$ cat src/hdl/nlss_pkg.sv
// Shared types, codes and the per-marker arithmetic step list for the nearest line search.
`timescale 1ns / 1ps
`default_nettype none
package nlss_pkg;

  localparam int DEF_MAX_GROUPS  = 8;
  localparam int DEF_MAX_MARKERS = 64;
  localparam int DEF_COORD_BITS  = 32;

  // Fixed field widths of the channel words
  localparam int OP_W       = 3;
  localparam int IDX_W      = 8;
  localparam int ENDS_W     = 2;
  localparam int IN_COORD_W = 32;
  localparam int STATUS_W   = 2;
  localparam int FGRP_W     = 3;
  localparam int FMRK_W     = 6;

  typedef enum logic [OP_W-1:0] {
    OP_WRITE   = 3'd0,
    OP_CLEAR   = 3'd1,
    OP_NEAREST = 3'd2,
    OP_PREV    = 3'd3,
    OP_NEXT    = 3'd4,
    OP_LEFT    = 3'd5,
    OP_RIGHT   = 3'd6
  } op_e;

  typedef enum logic [STATUS_W-1:0] {
    ST_OK      = 2'd0,
    ST_NONE    = 2'd1,
    ST_MISSING = 2'd2,
    ST_EMPTY   = 2'd3
  } status_e;

  localparam logic [ENDS_W-1:0] ENDS_BOTH = 2'b11;

  // Operand sources of the multiply-accumulate unit
  typedef enum logic [2:0] {
    A_ABX, A_ABY, A_ABZ, A_CX, A_CY, A_CZ, A_NUM, A_BEST_NUM
  } asrc_e;

  typedef enum logic [3:0] {
    B_APX, B_APY, B_APZ, B_ABX, B_ABY, B_ABZ, B_CX, B_CY, B_CZ, B_LEN, B_BEST_LEN
  } bsrc_e;

  // Where the accumulator goes when a step finishes
  typedef enum logic [2:0] {
    D_NONE, D_CX, D_CY, D_CZ, D_NUM, D_LEN, D_CMP
  } dst_e;

  typedef struct packed {
    asrc_e a;
    bsrc_e b;
    logic  sub;
    logic  clr;
    dst_e  dst;
  } step_t;

  typedef struct packed {
    logic start;
    logic clr;
    logic sub;
  } mac_cmd_t;

  localparam int STEP_W = 4;

  // Per marker: three cross products, |AB x AP|^2, |AB|^2, then the
  // cross-multiplied compare against the best marker so far.
  function automatic step_t step_of(input logic [STEP_W-1:0] k);
    step_t s;
    unique case (k)
      4'd0:    s = '{A_ABY, B_APZ, 1'b0, 1'b1, D_NONE};
      4'd1:    s = '{A_ABZ, B_APY, 1'b1, 1'b0, D_CX};
      4'd2:    s = '{A_ABZ, B_APX, 1'b0, 1'b1, D_NONE};
      4'd3:    s = '{A_ABX, B_APZ, 1'b1, 1'b0, D_CY};
      4'd4:    s = '{A_ABX, B_APY, 1'b0, 1'b1, D_NONE};
      4'd5:    s = '{A_ABY, B_APX, 1'b1, 1'b0, D_CZ};
      4'd6:    s = '{A_CX, B_CX, 1'b0, 1'b1, D_NONE};
      4'd7:    s = '{A_CY, B_CY, 1'b0, 1'b0, D_NONE};
      4'd8:    s = '{A_CZ, B_CZ, 1'b0, 1'b0, D_NUM};
      4'd9:    s = '{A_ABX, B_ABX, 1'b0, 1'b1, D_NONE};
      4'd10:   s = '{A_ABY, B_ABY, 1'b0, 1'b0, D_NONE};
      4'd11:   s = '{A_ABZ, B_ABZ, 1'b0, 1'b0, D_LEN};
      4'd12:   s = '{A_NUM, B_BEST_LEN, 1'b0, 1'b1, D_NONE};
      4'd13:   s = '{A_BEST_NUM, B_LEN, 1'b1, 1'b0, D_CMP};
      default: s = '{A_ABX, B_ABX, 1'b0, 1'b1, D_NONE};
    endcase
    return s;
  endfunction

endpackage
`default_nettype wire

$ cat src/hdl/nlss_mac.sv
// Bit-serial signed multiply-accumulate unit, one multiplier bit per cycle.
`timescale 1ns / 1ps
`default_nettype none
module nlss_mac #(
  parameter int NW = 4 * nlss_pkg::DEF_COORD_BITS + 5,
  parameter int XW = 2 * nlss_pkg::DEF_COORD_BITS + 3,
  parameter int AW = 6 * nlss_pkg::DEF_COORD_BITS + 7
) (
  input  logic                  clk_i,
  input  logic                  rst_ni,
  input  nlss_pkg::mac_cmd_t    cmd_i,
  input  logic signed [NW-1:0]  a_i,
  input  logic signed [XW-1:0]  b_i,
  output logic                  done_o,
  output logic signed [AW-1:0]  acc_o
);

  localparam int CW = $clog2(XW);
  localparam logic [CW-1:0] CNT_LAST = CW'(XW - 1);

  logic                 busy_q, busy_d;
  logic                 done_q, done_d;
  logic                 sub_q, sub_d;
  logic [CW-1:0]        cnt_q, cnt_d;
  logic signed [AW-1:0] a_q, a_d;
  logic [XW-1:0]        b_q, b_d;
  logic signed [AW-1:0] acc_q, acc_d;
  logic                 neg;

  always_comb begin
    busy_d = busy_q;
    done_d = 1'b0;
    sub_d  = sub_q;
    cnt_d  = cnt_q;
    a_d    = a_q;
    b_d    = b_q;
    acc_d  = acc_q;
    // top multiplier bit carries negative weight (two's complement)
    neg    = sub_q ^ (cnt_q == CNT_LAST);
    if (cmd_i.start) begin
      a_d    = AW'(a_i);
      b_d    = b_i;
      cnt_d  = '0;
      busy_d = 1'b1;
      sub_d  = cmd_i.sub;
      if (cmd_i.clr) begin
        acc_d = '0;
      end
    end else if (busy_q) begin
      if (b_q[0]) begin
        acc_d = neg ? acc_q - a_q : acc_q + a_q;
      end
      a_d   = a_q <<< 1;
      b_d   = b_q >> 1;
      cnt_d = cnt_q + CW'(1);
      if (cnt_q == CNT_LAST) begin
        busy_d = 1'b0;
        done_d = 1'b1;
      end
    end
  end

  always_ff @(posedge clk_i or negedge rst_ni) begin
    if (!rst_ni) begin
      busy_q <= 1'b0;
      done_q <= 1'b0;
      sub_q  <= 1'b0;
      cnt_q  <= '0;
    end else begin
      busy_q <= busy_d;
      done_q <= done_d;
      sub_q  <= sub_d;
      cnt_q  <= cnt_d;
    end
  end

  always_ff @(posedge clk_i) begin
    a_q   <= a_d;
    b_q   <= b_d;
    acc_q <= acc_d;
  end

  assign done_o = done_q;
  assign acc_o  = acc_q;

endmodule
`default_nettype wire
$ cat config.mk
export PLATFORM = sky130hd
export DESIGN_NAME = nlss_mac
export DESIGN_NICKNAME = d
export VERILOG_FILES = /design/src/hdl/nlss_pkg.sv /design/src/hdl/nlss_mac.sv
export SDC_FILE = /design/constraint.sdc
export NUM_CORES = 1
export LEC_CHECK = 0
export BUFFER_PORTS_ARGS = -buffer_cell sky130_fd_sc_hd__buf_2
export CAP_MARGIN = 5
export CORE_MARGIN = 5
export CORE_UTILIZATION = 61
export CTS_CLUSTER_DIAMETER = 50
export DETAILED_ROUTE_END_ITERATION = 10
export PLACE_DENSITY = 0.88
export SLEW_MARGIN = 20
export SYNTH_ARGS = -nofsm -noshare
export SYNTH_HDL_FRONTEND = slang
export SYNTH_SLANG_ARGS = --single-unit
$ cat constraint.sdc
create_clock -name clk_i -period 19.34 [get_ports clk_i]
set_input_delay 0.967 -clock clk_i [delete_from_list [all_inputs] [get_ports clk_i]]
set_output_delay 0.967 -clock clk_i [all_outputs]
set_load 0.05 [all_outputs]
==> flow_summary.json, run 1 <==
{
  "timing.clock.skew_ps": 21.6,
  "min_period_over_period_pct": 44.9,
  "cts.clk_slew.worst_paths_ps": 70,
  "synth_seq_area_share_pct": 38.2,
  "critPathArrivalTime_ps": 9070,
  "area.sequential_um2": 14200,
  "rr_startpoint": "a_q[6]$_DFFE_PN_",
  "timing.critical_path.to_type": "flip-flop",
  "wirelength_um": 132000,
  "report.final.hold_viol_count": 0,
  "finalPower_w": 0.00651,
  "first_global_vias": 33500,
  "pwr-share-comb_pct": 57.5,
  "worst_r2r_endpoint": "acc_o[189]$_SDFFCE_PP0P_",
  "dominant_cell_type_by_area_after_synthesis": "edfxtp_1",
  "switching_power_w": 0.00328,
  "critPathMaxFanout": 6,
  "yosys_register_bits": 475,
  "start_util_pct": 61.6,
  "syn2layout_area_growth_pct": 11.9,
  "die_area_um2": 66000,
  "grt_first_pass_wirelength_um": 198000,
  "die_span_in_x_um": 257,
  "r2r.worst_path.cells": 23,
  "syn-instance-count": 4144,
  "dp_hpwl_um": 104000,
  "synth_largest_type_area_fraction_pct": 37.5,
  "min_path_type": "in -> async",
  "cts_buf_count": 59,
  "route.vias.total": 35200,
  "syn-cell-area_um2": 37200,
  "hold_buffers": 0,
  "mappedNetlistNets": 4551,
  "totalNegativeSetupSlack_ps": 0,
  "floorplan.die.height_um": 257,
  "post_cts_buffers": 0,
  "ys.warnings.count": 0,
  "power_frac_clock_pct": 17.1,
  "setup_viol": 0,
  "final.hold.worst_slack_ps": 162,
  "viasPerCell": 6.69,
  "worst-slew-pin-transition_ps": 1140,
  "clock_sink_count": 475,
  "post_synth_num_cell_types": 87,
  "slew_violations": 0,
  "pwr-share-seq_pct": 25.4,
  "postSynthAreaPerCell_um2": 8.98,
  "groute.usage.overall_pct": 37.9,
  "buffer_ports.inserted": 404,
  "internal_power_w": 0.00322,
  "timing.final.ws_setup_ps": 10660,
  "power.leakage_nw": 16.0,
  "first_pass_iters": 8,
  "htree_num_levels": 2,
  "reg2reg_setup_slack_ps": 10660,
  "finish.instance_area_um2": 41600,
  "ys.flop_type": "edfxtp_1",
  "n_fill_cell": 4794,
  "drt_iter0_drc": 4167,
  "critical_path_class": "reg -> reg",
  "grt-ovfl-total": 0,
  "maxCapViolations": 0,
  "synth-edff-count": 465,
  "placed_cell_area_um2": 39700,
  "placeableCoreArea_um2": 60400,
  "outcome": "finished, final reports clean",
  "final_layout_size_suffix_gt1_share_pct": 17.6,
  "gp_congestion": 1.06,
  "place_worst_setup_slack_ps": 11080,
  "antenna_left": 0,
  "clockBufferDepth": 3,
  "num_rows": 90,
  "clock_tree_from_tritoncts": "done",
  "io_pins": 405,
  "cp-start-kind": "flip-flop",
  "area_of_the_multi_input_gates_um2": 21700,
  "power.share.switching_pct": 50.5,
  "max-vdd-ir-drop_mv": 0.123,
  "drc": 0,
  "avgRoutedWirePerCell_um": 25.2,
  "power.density_nw_per_um2": 156,
  "maximum_number_of_pins_on_one_net_before_global_route_repair": 167,
  "synth-async-reset-ratio_pct": 2.11,
  "period_needed_ps": 8680,
  "synth_top_cells_by_area": "edfxtp_1, ha_1, mux2_2",
  "max_freq_mhz": 115,
  "unrepaired_setup_endpoints_after_global_routing": "no",
  "clk-insertion-delay-late_ps": 660,
  "worst_path_required_time_ps": 19730,
  "antenna_found_initial": 5,
  "cts-root-buf": "clkbuf_16",
  "fin_nets": 4836,
  "cts.repair.resized": 0,
  "timing.max_slew.rel_slack_pct": 23.2
}
## logic make-up after synthesis
family	synth area share (%)
buf+inv	3.55
compound gates	18.9
simple gates	17.5
fa+ha+maj	6.81
flops	38.2
mux	5.90
xor+xnor	9.18
## cell usage after synthesis (22+ instances only)
master    instances
mux2_2          195
nor4_1           36
o31ai_1          54
edfxtp_1        465
nand4_1         146
nand3_1          50
o21ai_0         333
inv_1           148
o21bai_1         75
nor2b_1          22
a31oi_1          32
xnor2_1         243
nor2_1          492
o21a_1           41
nand2_1         340
a21oi_1         430
a21o_1           54
ha_1            201
clkbuf_1        188
xor2_1          147
nor3_1           99
or2_2            24
or3_1            27
o41ai_1          27
## cell usage in the layout (no fill, tap or decap), types with 26 or more instances in the layout
cell type / Yosys / final
nand2_1: 340 / 340
clkbuf_16: 0 / 59
ha_1: 201 / 201
or3_1: 27 / 27
o41ai_1: 27 / 26
a21oi_1: 430 / 430
xor2_1: 147 / 146
nor3_1: 99 / 98
o31ai_1: 54 / 54
inv_1: 148 / 148
o21a_1: 41 / 41
a31oi_1: 32 / 32
nand4_1: 146 / 146
buf_2: 7 / 403
nor4_1: 36 / 34
o21bai_1: 75 / 75
a21o_1: 54 / 54
nand3_1: 50 / 50
edfxtp_1: 465 / 465
o21ai_0: 333 / 332
mux2_2: 195 / 195
xnor2_1: 243 / 242
nor2_1: 492 / 492
## registers in the layout (all words and copies together) (netlist names)
signal / cells
a_q: 199
acc_o: 199
b_q: 67
busy_q: 1
cnt_q: 7
done_o: 1
sub_q: 1
## routing by layer
layer / vias to the layer above / wire length [µm] / GRT usage (%)
met4: 6 / 7920 / 18.7
li1: 15900 / - / -
met2: 2284 / 60700 / 61.8
met5: - / 34 / 0
met1: 16600 / 50100 / 49.0
met3: 436 / 13700 / 7.15
## how the worst max path moves through the flow
stage	start	end	cells past startpoint
CTS	a_q[6]$_DFFE_PN_	acc_o[189]$_SDFFCE_PP0P_	23
finish	a_q[6]$_DFFE_PN_	acc_o[189]$_SDFFCE_PP0P_	23
global route	a_q[6]$_DFFE_PN_	acc_o[189]$_SDFFCE_PP0P_	23
floorplan	cmd_i[2]	acc_o[0]$_SDFFCE_PP0P_	4
global placement	a_q[19]$_DFFE_PN_	acc_o[188]$_SDFFCE_PP0P_	23
detailed placement	a_q[6]$_DFFE_PN_	acc_o[189]$_SDFFCE_PP0P_	23
## critical path, cell delays in order (launching register included)
cell and delay, ps:
edfxtp_1 490, or3_1 460, nor4_2 710, nand4_2 400, or3_1 530, nor3_1 270
nand3_1 160, nor3_1 380, nand2_1 370, o21ai_0 290, xor2_1 240, ha_1 370
a21oi_1 250, o21ai_0 220, o21bai_1 230, a21oi_1 130, a31oi_1 130, a21oi_1 670
o21ai_0 580, a211oi_1 800, o21ai_0 260, a21oi_1 240, xnor2_1 140, nor2_1 60
## per-stage QoR
| step | utilization, % | instances |
|---|---|---|
| after detailed placement | 65.7 | 5149 |
| after floorplan | - | 4144 |
| final | 69.0 | 5263 |
| after global placement | 65.7 | 5149 |
| after CTS | 68.9 | 5257 |
| after global routing | 69.0 | 5258 |
## power by group through the flow
stage	sequential, W	clock, W	combinational (W)
floorplan	0.00206	0	0.00220
global placement	0.00165	0	0.00361
detailed placement	0.00165	0	0.00362
CTS	0.00164	0.00111	0.00365
global route	0.00166	0.00116	0.00399
finish	0.00165	0.00111	0.00374
## final cells by class
type	instances	share of cell area, %
Sequential cell	475	34.1
Multi-Input combinational cell	3320	52.2
Antenna cell	5	0.0300
Clock buffer	66	3.61
Tap cell	782	2.35
Timing Repair Buffer	425	5.34
Clock inverter	42	1.02
Inverter	148	1.33
Note: power is estimated with default switching activity, not from simulation.
==> run 2: changes to the inputs <==
--- a/config.mk
+++ b/config.mk
@@ -8,10 +8,10 @@
 export BUFFER_PORTS_ARGS = -buffer_cell sky130_fd_sc_hd__buf_2
 export CAP_MARGIN = 5
 export CORE_MARGIN = 5
-export CORE_UTILIZATION = 61
+export CORE_UTILIZATION = 55
 export CTS_CLUSTER_DIAMETER = 50
 export DETAILED_ROUTE_END_ITERATION = 10
-export PLACE_DENSITY = 0.88
+export PLACE_DENSITY = 0.84
 export SLEW_MARGIN = 20
 export SYNTH_ARGS = -nofsm -noshare
 export SYNTH_HDL_FRONTEND = slang
==> constraint.sdc (replaced) <==
create_clock -name clk_i -period 7.1 [get_ports clk_i]
set_input_delay 0.355 -clock clk_i [delete_from_list [all_inputs] [get_ports clk_i]]
set_output_delay 0.355 -clock clk_i [all_outputs]
set_load 0.05 [all_outputs]
==> run 2 against run 1 <==
- count of clock-buffer cells in the layout is 11 higher
- largest cell class unchanged
- combinational power increased to 2.9 times the previous value
- global-route usage decreased by 2.6 points
- setup slack worse by 11000 ps
- clock power rose to 3.2 times the previous value
- wire length rose by 2.1%
- sequential power rose to 2.7 times the previous value
- total power rose to 2.9 times the previous value
==> flow_summary.json, run 2 (synthesis gave the netlist of run 1 again) <==
{
  "max_freq_mhz": 144,
  "clk-insertion-delay-late_ps": 620,
  "holdPathEnd": "a_q[89]$_DFFE_PN_",
  "final_layout_size_suffix_gt1_share_pct": 22.1,
  "num_rows": 95,
  "placed_cells": 5455,
  "worst-slew-pin-transition_ps": 1050,
  "clockBufferDepth": 3,
  "dp_hpwl_um": 107000,
  "outcome": "finished, final reports clean",
  "final_cell_mix": "nor2_1, edfxtp_1, a21oi_1, buf_2, nand2_1",
  "power.density_nw_per_um2": 429,
  "reg2reg_setup_slack_ps": 130,
  "min_path_type": "in -> reg",
  "placeableCoreArea_um2": 67200,
  "min_period_over_period_pct": 98.1,
  "htree_num_levels": 3,
  "critical_path_class": "reg -> reg",
  "syn2layout_area_growth_pct": 18.1,
  "timing.critical_path.to_type": "flip-flop",
  "worst_r2r_endpoint": "acc_o[195]$_SDFFCE_PP0P_",
  "power.leakage_nw": 17.3,
  "timing.final.ws_setup_ps": 135,
  "die_span_in_x_um": 270,
  "viasPerCell": 6.41,
  "first_pass_iters": 6,
  "stdcell_count": 5589,
  "wl_met2_um": 62200,
  "route.vias.total": 35800,
  "finalPower_w": 0.0188,
  "worst_path_required_time_ps": 7460,
  "maxCapViolations": 0,
  "gp_congestion": 1.10,
  "die_area_um2": 73000,
  "rr_startpoint": "a_q[12]$_DFFE_PN_",
  "n_fill_cell": 5490,
  "report.final.hold_viol_count": 0,
  "cts.clk_slew.worst_paths_ps": 60,
  "drt_iter0_drc": 4445,
  "cts_buf_count": 71,
  "totalNegativeSetupSlack_ps": 0,
  "crit_path_start": "a_q[12]$_DFFE_PN_",
  "antenna_left": 0,
  "leading_cell_type_in_the_layout_fill_and_taps_excluded": "nor2_1",
  "cp-start-kind": "flip-flop",
  "drc": 0,
  "grt-ovfl-total": 0,
  "setup_viol": 0,
  "route.layer.met1.wl_um": 52600,
  "clock_tree_from_tritoncts": "done",
  "period_needed_ps": 6970,
  "buffer_ports.inserted": 404,
  "place_worst_setup_slack_ps": 47.8,
  "final.hold.worst_slack_ps": 33.9,
  "wirelength_um": 135000,
  "slew_violations": 0,
  "cts-root-buf": "clkbuf_16",
  "routed-wl-met3_um": 13300,
  "clock_sink_count": 475,
  "critPathMaxFanout": 5,
  "grt_first_pass_wirelength_um": 203000,
  "maximum_number_of_pins_on_one_net_before_global_route_repair": 158,
  "critPathArrivalTime_ps": 7330,
  "fin_nets": 5065,
  "timing.clock.skew_ps": 23.7,
  "start_util_pct": 55.4,
  "highest-signal-layer": "met5",
  "whs_path_depth": 2,
  "groute.usage.overall_pct": 35.3,
  "antenna_found_initial": 8,
  "timing.max_slew.rel_slack_pct": 30.1,
  "io_pins": 405,
  "first_global_vias": 34800,
  "r2r.worst_path.cells": 24,
  "floorplan.die.height_um": 270,
  "min_from": "a_i[89]",
  "max-vdd-ir-drop_mv": 0.305,
  "avgRoutedWirePerCell_um": 24.2
}
## run 2: cell type report
| type | instances | area, µm² | share of cell area [%] |
|---|---|---|---|
| Antenna cell | 3 | 7.51 | 0.0171 |
| Inverter | 148 | 556 | 1.26 |
| Clock buffer | 77 | 1810 | 4.12 |
| Clock inverter | 51 | 526 | 1.20 |
| Tap cell | 873 | 1090 | 2.49 |
| Multi-Input combinational cell | 3320 | 21900 | 49.8 |
| Sequential cell | 475 | 14200 | 32.3 |
| Timing Repair Buffer | 642 | 3860 | 8.79 |
## run 2: timing repair
item / in CTS / in global routing
pin swaps: 0 / 3
endpoints found under the hold margin: 11 / 0
cloned: 0 / 0
buffers inserted: 0 / 1
resized for setup: 1 / 34
hold buffers: 2 / 0
endpoints found under the setup margin: 3 / 46
## run 2: layer usage
metal | vias to the layer above | global-route usage, %
li1 | 16300 | -
met1 | 17000 | 45.8
met2 | 2058 | 57.9
met3 | 385 | 6.73
met4 | 8 | 15.6
met5 | - | 0
## run 2: worst max-delay path: stages (launching register included)
cell and delay [ps]:
edfxtp_1 440, or4_4 600, nor4_4 300, nand3_1 310, or3_4 540, nor4_4 210
and2_4 280, nand2_1 130, buf_4 180, o31ai_1 230, xor2_1 110, ha_1 250
a21o_1 230, a21o_1 210, a21o_1 220, a21oi_1 150, o21ai_0 180, a211oi_2 330
o21ai_0 180, buf_4 190, a221o_1 390, o21a_1 210, nor2_1 390, o41ai_2 130
mux2_2 280
## run 2: worst max path at each step
stage,to,slack [ps],depth (start not counted)
after floorplan,acc_o[0]$_SDFFCE_PP0P_,490,4
after global placement,acc_o[193]$_SDFFCE_PP0P_,60,28
after detailed placement,acc_o[193]$_SDFFCE_PP0P_,50,28
after CTS,acc_o[177]$_SDFFCE_PP0P_,60,28
after global routing,acc_o[180]$_SDFFCE_PP0P_,-30,26
final,acc_o[195]$_SDFFCE_PP0P_,130,24
## run 2: metrics by stage
stage	util (%)	area (µm²)
3_3_place_gp	61.7	41400
2_1_floorplan	-	37200
5_1_grt	65.4	43900
3_5_place_dp	61.7	41400
6_report	65.4	44000
4_1_cts	65.2	43800
## run 2: power by group
part	switching [W]	total [W]	internal, W	leakage, nW
sequential	0.000573	0.00447	0.00390	4.97
clock	0.00145	0.00355	0.00210	1.13
combinational	0.00714	0.0108	0.00368	11.2
total	0.00916	0.0188	0.00969	17.3
